### config.mk
export PLATFORM = sky130hd
export DESIGN_NAME = cset_totals
export DESIGN_NICKNAME = d
export VERILOG_FILES = /design/src/cset_pkg.sv /design/src/cset_totals.sv
export SDC_FILE = /design/constraint.sdc
export NUM_CORES = 2
export LEC_CHECK = 0
export BUFFER_PORTS_ARGS = -buffer_cell sky130_fd_sc_hd__buf_4
export CAP_MARGIN = 25
export CORE_ASPECT_RATIO = 0.75
export CORE_UTILIZATION = 50
export CTS_CLUSTER_SIZE = 16
export DETAILED_ROUTE_END_ITERATION = 10
export HOLD_SLACK_MARGIN = 0.1
export PLACE_DENSITY = 0.65
export RECOVER_POWER = 25
export SLEW_MARGIN = 5
export SYNTH_ARGS = -nofsm -noshare
export SYNTH_HDL_FRONTEND = slang
export SYNTH_SLANG_ARGS = --single-unit
export TNS_END_PERCENT = 50
### constraint.sdc
create_clock -name clk -period 10.2 [get_ports clk]
set_input_delay 1.53 -clock clk [delete_from_list [all_inputs] [get_ports clk]]
set_output_delay 1.53 -clock clk [all_outputs]
set_load 0.01 [all_outputs]
### src/cset_pkg.sv
`timescale 1ns / 1ps
// Shared types and constants for the call stack exclusive-time profiler.
// No dependencies; used by cset_totals and call_stack_exclusive_time.
package cset_pkg;

  localparam int OPCODE_W  = 2;
  localparam int FID_W     = 6;
  localparam int TIME_W    = 31;
  localparam int TOTAL_W   = 48;
  localparam int STATUS_W  = 2;
  // time difference plus one, signed
  localparam int DELTA_W   = TIME_W + 2;
  // function id widened to cover any totals depth up to 1024
  localparam int FID_EXT_W = 11;

  localparam int DEF_NUM_FUNCS   = 64;
  localparam int DEF_STACK_DEPTH = 64;

  localparam logic [OPCODE_W-1:0] OP_START = 2'd0;
  localparam logic [OPCODE_W-1:0] OP_END   = 2'd1;
  localparam logic [OPCODE_W-1:0] OP_READ  = 2'd2;

  localparam logic [STATUS_W-1:0] ST_OK    = 2'd0;
  localparam logic [STATUS_W-1:0] ST_FULL  = 2'd1;
  localparam logic [STATUS_W-1:0] ST_EMPTY = 2'd2;

  localparam logic signed [TOTAL_W-1:0] TOTAL_MAX = {1'b0, {(TOTAL_W-1){1'b1}}};
  localparam logic signed [TOTAL_W-1:0] TOTAL_MIN = {1'b1, {(TOTAL_W-1){1'b0}}};

  typedef struct packed {
    logic [OPCODE_W-1:0] opcode;
    logic [FID_W-1:0]    func_id;
    logic [TIME_W-1:0]   event_time;
  } in_item_t;

  typedef struct packed {
    logic signed [TOTAL_W-1:0] total_time;
    logic [STATUS_W-1:0]       status;
  } out_item_t;

  typedef struct packed {
    logic [FID_W-1:0]  func;
    logic [TIME_W-1:0] start;
  } frame_t;

  // Totals store access: read, and add delta to the last value read.
  typedef struct packed {
    logic                      rd_en;
    logic [FID_EXT_W-1:0]      rd_addr;
    logic                      wr_en;
    logic [FID_EXT_W-1:0]      wr_addr;
    logic signed [DELTA_W-1:0] delta;
  } tot_req_t;

endpackage

### src/cset_totals.sv
`timescale 1ns / 1ps
// Per-function totals memory: clearing sweep after reset, registered read,
// saturating add of a signed delta onto the last read value. Uses cset_pkg.
module cset_totals #(
  parameter int NUM_FUNCS = cset_pkg::DEF_NUM_FUNCS
) (
  input  logic                               clk,
  input  logic                               rst_n,
  input  cset_pkg::tot_req_t                 req,
  output logic signed [cset_pkg::TOTAL_W-1:0] rd_data,
  output logic                               busy
);
  import cset_pkg::*;

  localparam int AW = (NUM_FUNCS > 1) ? $clog2(NUM_FUNCS) : 1;
  localparam logic [AW-1:0] LAST_IDX = AW'(NUM_FUNCS - 1);

  logic signed [TOTAL_W-1:0] mem [NUM_FUNCS];
  logic signed [TOTAL_W-1:0] rd_q_r;
  logic signed [TOTAL_W:0]   wide;
  logic signed [TOTAL_W-1:0] sum;
  logic [AW-1:0]             raddr, waddr;
  logic [AW-1:0]             clr_idx_r, clr_idx_nxt;
  logic                      busy_r, busy_nxt;

  assign raddr   = req.rd_addr[AW-1:0];
  assign waddr   = req.wr_addr[AW-1:0];
  assign rd_data = rd_q_r;
  assign busy    = busy_r;

  always_comb begin
    wide = {rd_q_r[TOTAL_W-1], rd_q_r} + (TOTAL_W+1)'(req.delta);
    if (wide[TOTAL_W] != wide[TOTAL_W-1]) begin
      sum = wide[TOTAL_W] ? TOTAL_MIN : TOTAL_MAX;
    end else begin
      sum = wide[TOTAL_W-1:0];
    end
  end

  always_comb begin
    busy_nxt    = busy_r;
    clr_idx_nxt = clr_idx_r;
    if (busy_r) begin
      clr_idx_nxt = clr_idx_r + AW'(1);
      if (clr_idx_r == LAST_IDX) begin
        busy_nxt = 1'b0;
      end
    end
  end

  always_ff @(posedge clk) begin
    if (!rst_n) begin
      busy_r    <= 1'b1;
      clr_idx_r <= '0;
    end else begin
      busy_r    <= busy_nxt;
      clr_idx_r <= clr_idx_nxt;
    end
  end

  always_ff @(posedge clk) begin
    if (busy_r) begin
      mem[clr_idx_r] <= '0;
    end else if (req.wr_en) begin
      mem[waddr] <= sum;
    end
    if (req.rd_en) begin
      rd_q_r <= mem[raddr];
    end
  end

endmodule

## After elaboration in Yosys (flattened, before gate mapping)

Memories as Yosys holds them, arrays and structs flattened. A register that Yosys moved wholly into a read port is not among the register bits.
Cells that the tools add are included.

| cells by class | value |
|---|---|
| add/subtract/negate cells | 2 |
| $mul | 0 |
| div/mod/pow operators | 0 |
| $lt $le $gt $ge | 0 |
| equal/unequal tests | 2 |
| shifts and indexed selects | 0 |
| muxes and demuxes | 12 |
| bitwise gates (word level) | 0 |
| reductions and logical operators | 1 |

Operators by type and width:

| operator | count |
|---|---|
| $mux W48 | 3 |
| $add A48 B33 Y49 | 1 |
| $reduce_or A48 Y1 | 1 |
| $mux W1 | 8 |
| $add A6 B1 Y6 const B | 1 |
| $eq A6 B6 Y1 const B | 1 |
| $mux W6 | 1 |
| $ne A1 B1 Y1 | 1 |

| word-level totals | value |
|---|---|
| flip-flop bits (word level) | 7 |
| bits in latches | 0 |
| memory bits (writable) | 3072 |
| bits in read-only memories | 0 |
| output and inout port bits | 49 |
| logic and storage cells | 20 |
| memories | 1 |

Memory list:

| name | words | width | rd ports | clocked after Yosys merged registers in | wr ports | line | text |
|---|---|---|---|---|---|---|---|
| mem | 64 | 48 | 1 | 1 | 1 | cset_totals.sv:18 | `logic signed [TOTAL_W-1:0] mem [NUM_FUNCS];` |

## Longest topological paths before layout

| depth | value |
|---|---|
| depth in word-level cells | 5 |
| gate-level depth with buffers | 14 |
| gate-level depth less buffers | 12 |

## Worst setup path before layout

Ideal clock, no wire load.

| timing | value |
|---|---|
| path type | input to register |
| from | in req[0] in the netlist's numbering |
| to | mem mem[0][46], data pin |
| arrival time | 5.616 ns |
| required time | 9.612 ns |
| setup slack | 3.996 ns |
| stages | 12 |
| cells stage by stage | ha_1 -> fa_1 -> a211oi_1 -> o21bai_1 -> o21ai_0 -> nand3_1 -> a31oi_1 -> o41a_1 -> o21ai_0 -> nand2_1 -> nand3_1 -> a31oi_1 |

| between the ends | value |
|---|---|
| cells in the longest elaborated chain, start to end | 4 |

RTL lines:

| what | line | text |
|---|---|---|
| start: declaration | cset_totals.sv:9 | `input cset_pkg::tot_req_t req,` |
| $add A48 B33 Y49 * | cset_totals.sv:32 | `wide = {rd_q_r[TOTAL_W-1], rd_q_r} + (TOTAL_W+1)'(req.delta);` |
| $mux W48 or $ne A1 B1 Y1 (tied branches) | cset_totals.sv:34, cset_totals.sv:33 |  |
| $mux W48 * | cset_totals.sv:33 | `if (wide[TOTAL_W] != wide[TOTAL_W-1]) begin` |
| $mux W48 (no line) * | -- |  |
| end: declaration | cset_totals.sv:18 |  |

Every way passes the cells marked *; elsewhere a longest branch is shown, timed or not.

## Worst setup path in the final report

| timing | value |
|---|---|
| from | in req[44] in the netlist's numbering |
| to | mem mem[22][25] (enable) |

| between the ends | value |
|---|---|
| cells in the longest elaborated chain, start to end | 5 |

RTL lines:

| what | line | text |
|---|---|---|
| $mux W1 * | cset_totals.sv:64 | `end else if (req.wr_en) begin` |
| $mux W1 * | cset_totals.sv:62 | `if (busy_r) begin` |
| $mux W1 (implied by the code) * | cset_totals.sv:65 | `mem[waddr] <= sum;` |
| $reduce_or A48 Y1 (no line) | -- |  |
| $mux W6 (no line) or $mux W1 (tied branches) | -- |  |

Marks and branches as above.

==> results.md <==
- Post-route setup TNS: 0 ns
- Crit path max fanout: 29
- Post-Route WL: about 340 mm
- Top FF cell, synth: edfxtp_1
- Crit-path most repeated cell: clkbuf_1
- Largest net degree at the start of global routing: 145
- Routed wire per std cell: 38.7 um
- Max Root-Sink Buffers: 4
- Synth top area share: 0.774
- Max-slew headroom: -1.57
- Die Ht: 428 um
- GRT Util Overall: 0.280
- Worst Path Buf+Inv: 4
- Synth area leader: edfxtp_1
- Initial DRT Pass Iterations: 6
- H-Tree Depth: 5
- Post-synth cell types: 54
- First-pass GRT wire length: 466 mm
- Starting Density: 0.503
- Vias in the first global route: roughly 57000
- Core Region: between 200000 and 250000 um2
- Grt ovf: 0
- DP HPWL: 182 mm
- Synth area leaders: edfxtp_1 (77%), mux4_2 (19%), clkbuf_1 (0.54%)
- Post-synth ARST share: 0
- Crit-path leading delay family: buffers and inverters
- Max-slew violations: 1743
- Yosys warns: 0
- RePlAce Congestion: 0.866
- Fin. Hold Viols: 0
- Routed vias/inst: 6.69
- Critical path required time: 10.63 ns
- Largest stage delay on the critical path: around 1.5 ns
- Achievable clock frequency: approximately 160 MHz
- Antenna violations before repair: 8
- Chip width: 570 um
- Nets: 5436
- Post-synth EDFFs: 3120
- Worst EP arrival: 6.84 ns
- Final cell count without fillers: a little under 9000
- Worst Setup End Kind: register
- Power Density: about 190 nW/um2
- TritonCTS clock tree: yes
- Mapped Area: 121000 um2
- Resize count post-CTS: 0
- # fillers: approximately 17000
- Post-Synthesis Cells: 4973
- Max Cap Viol: 85
- RSZ-0062 raised after global routing: false
- # IOs: 108
- Syn_nets: 5082
- Via count: 58800
- DRC: 0
- P&R area growth vs syn: 12.8%
- Post CTS Setup Buffer Count: 0
- Min Tclk post-route: 6.41 ns
- Hold_buf cts: 0
- Clock transition at path regs: approximately 0.060 ns
- Post-synthesis sequential area ratio: 0.775
- IO Port Bufs: 97
- Crit share post-route: 0.628
- WS Path Type: primary input to register
- Mapped Avg Cell Area: ~24 um2
- Worst-Margin Slew: approximately 3.9 ns
- Failing checks: capacitance limit, slew limit
- DRT iter0 DRCs: 9267
- Final ANT Viol Nets: 0
- Cell Count Post-Placement: between 8000 and 9000
- Total CTS buffers: 298
- Clock sinks: 3127
- Type of the tightest min-delay check: register to register
- Synth Register Bits: 3127
- Final setup fails: 0
- Std-Cell Rows: 156
- CP max stage cell: clkbuf_1
- CTS root buffer: clkbuf_16
- Startpoint Class: primary input
- Worst path cell trace: clkbuf_1 -> nor2b_1 -> clkbuf_1 -> mux2i_1 -> nand2_1 -> nor2_1 -> clkbuf_1 -> buf_4
- Die area: 244000 um2
- Layout cell share with drive strength beyond 1: 0.304
- Outcome: finished, violations left
- Worst ir drop on vdd: between 0.1 and 0.15 mV
- Layout Skew: 0.0908 ns
- Later-pin clock latency in the skew report: 0.89 ns
- Static leakage: 45.1 nW
final timing paths:
path	startpoint	endpoint	slack (ns)	cells after the start
worst max-delay path	req[44]	mem[22][25]$_DFFE_PP_	3.79	8
worst min-delay path	clr_idx_r[5]$_SDFFE_PN0P_	busy$_SDFF_PN1_	0.59	3
worst max register to register	busy$_SDFF_PN1_	mem[22][25]$_DFFE_PP_	4.14	7
worst min register to register	clr_idx_r[5]$_SDFFE_PN0P_	busy$_SDFF_PN1_	0.59	3
logic make-up (layout without fill, tap and decap cells):
group / Yosys count / in the layout / synth area share
DFF: 3127 / 3127 / 0.775
muxes: 1017 / 1017 / 0.188
buffers and inverters: 266 / 841 / 0.00865
and+or+nand+nor: 233 / 233 / 0.00863
AOI/OAI and AO/OA: 230 / 230 / 0.0114
adders and majority gates: 50 / 50 / 0.00523
xor gates and xnor gates: 50 / 50 / 0.00362
other: 0 / 4 / 0
worst register-to-register path, delay by kind of cell (launching register included):
family / cells / cell delay, ns
AND/OR/NAND/NOR: 3 / 1.60
multiplexers: 1 / 0.45
buffers and inverters: 3 / 3.13
flip-flops: 1 / 0.44
final cells by class:
cell class,count,area [um2],share of cell area
Tap cell,3239,4050,0.0297
Antenna cell,4,10.0,0.0000733
Clock buffer,361,7860,0.0576
Multi-Input combinational cell,1580,26900,0.197
Clock inverter,160,1370,0.0100
Sequential cell,3127,93800,0.687
Timing Repair Buffer,306,2530,0.0185
Inverter,14,52.6,0.000385
routing by layer:
| metal | global-route usage | vias up | wire [um] |
|---|---|---|---|
| met5 | 0 | - | 27 |
| met4 | 0.0897 | 4 | 12600 |
| met3 | 0.0603 | 643 | 39300 |
| met2 | 0.423 | 3687 | 157000 |
| met1 | 0.412 | 32200 | 132000 |
| li1 | - | 22300 | - |
synthesized netlist by cell type, types with 3 or more instances:
library cell / instances
mux2_2: 7
o21bai_1: 12
dfxtp_1: 7
o21ai_0: 38
buf_6: 3
a211oi_1: 3
buf_1: 57
and2_1: 7
o21ai_1: 5
edfxtp_1: 3120
nor3_1: 5
ha_1: 49
a21o_1: 23
xnor2_1: 28
mux4_2: 1001
xor2_1: 22
nand2b_1: 7
o211ai_1: 4
o31ai_1: 5
inv_1: 14
nor2_1: 92
mux2i_1: 9
a21oi_1: 109
clkbuf_1: 173
nor2b_1: 7
nand2_1: 68
or3_1: 7
a31oi_1: 8
o21a_1: 4
nand3b_1: 3
nand4_1: 11
buf_2: 18
nand3_1: 16
stage by stage:
stage	total power [mW]	hold slack, ns	utilization	instance area [um2]	worst slack [ns]
final	26.2	0.586	0.567	137000	3.79
after floorplan	15.2	0.515	-	121000	4.00
after global routing	26.9	0.625	0.567	137000	3.83
after global placement	15.8	0.557	0.529	127000	2.71
after detailed placement	15.8	0.577	0.532	128000	3.42
after CTS	26.4	0.590	0.570	137000	4.29
placed cells by master, fill, tap and decap left out, types with 20 or more instances in the layout:
master,synthesis,layout
buf_4,1,153
clkbuf_1,173,164
nor2_1,92,72
edfxtp_1,3120,3120
xnor2_1,28,27
a21o_1,23,23
nor2_4,0,20
buf_12,0,25
a21oi_1,109,63
clkinv_2,0,52
xor2_1,22,22
a21oi_4,0,46
ha_1,49,49
o21ai_0,38,37
clkbuf_16,0,306
clkinv_1,0,64
nand2_1,68,68
mux4_2,1001,1001
flip-flops by register name (all words and copies together), names as in the netlist:
register and cells:
mem 3072, clr_idx_r 6, rd_data 48, busy 1
report_power, final:
| group | internal (mW) | switching [mW] |
|---|---|---|
| clock | 5.99 | 4.73 |
| sequential | 14.0 | 0.0512 |
| combinational | 0.562 | 0.894 |
| total | 20.6 | 5.68 |
Note: power is estimated with default switching activity, not from simulation.
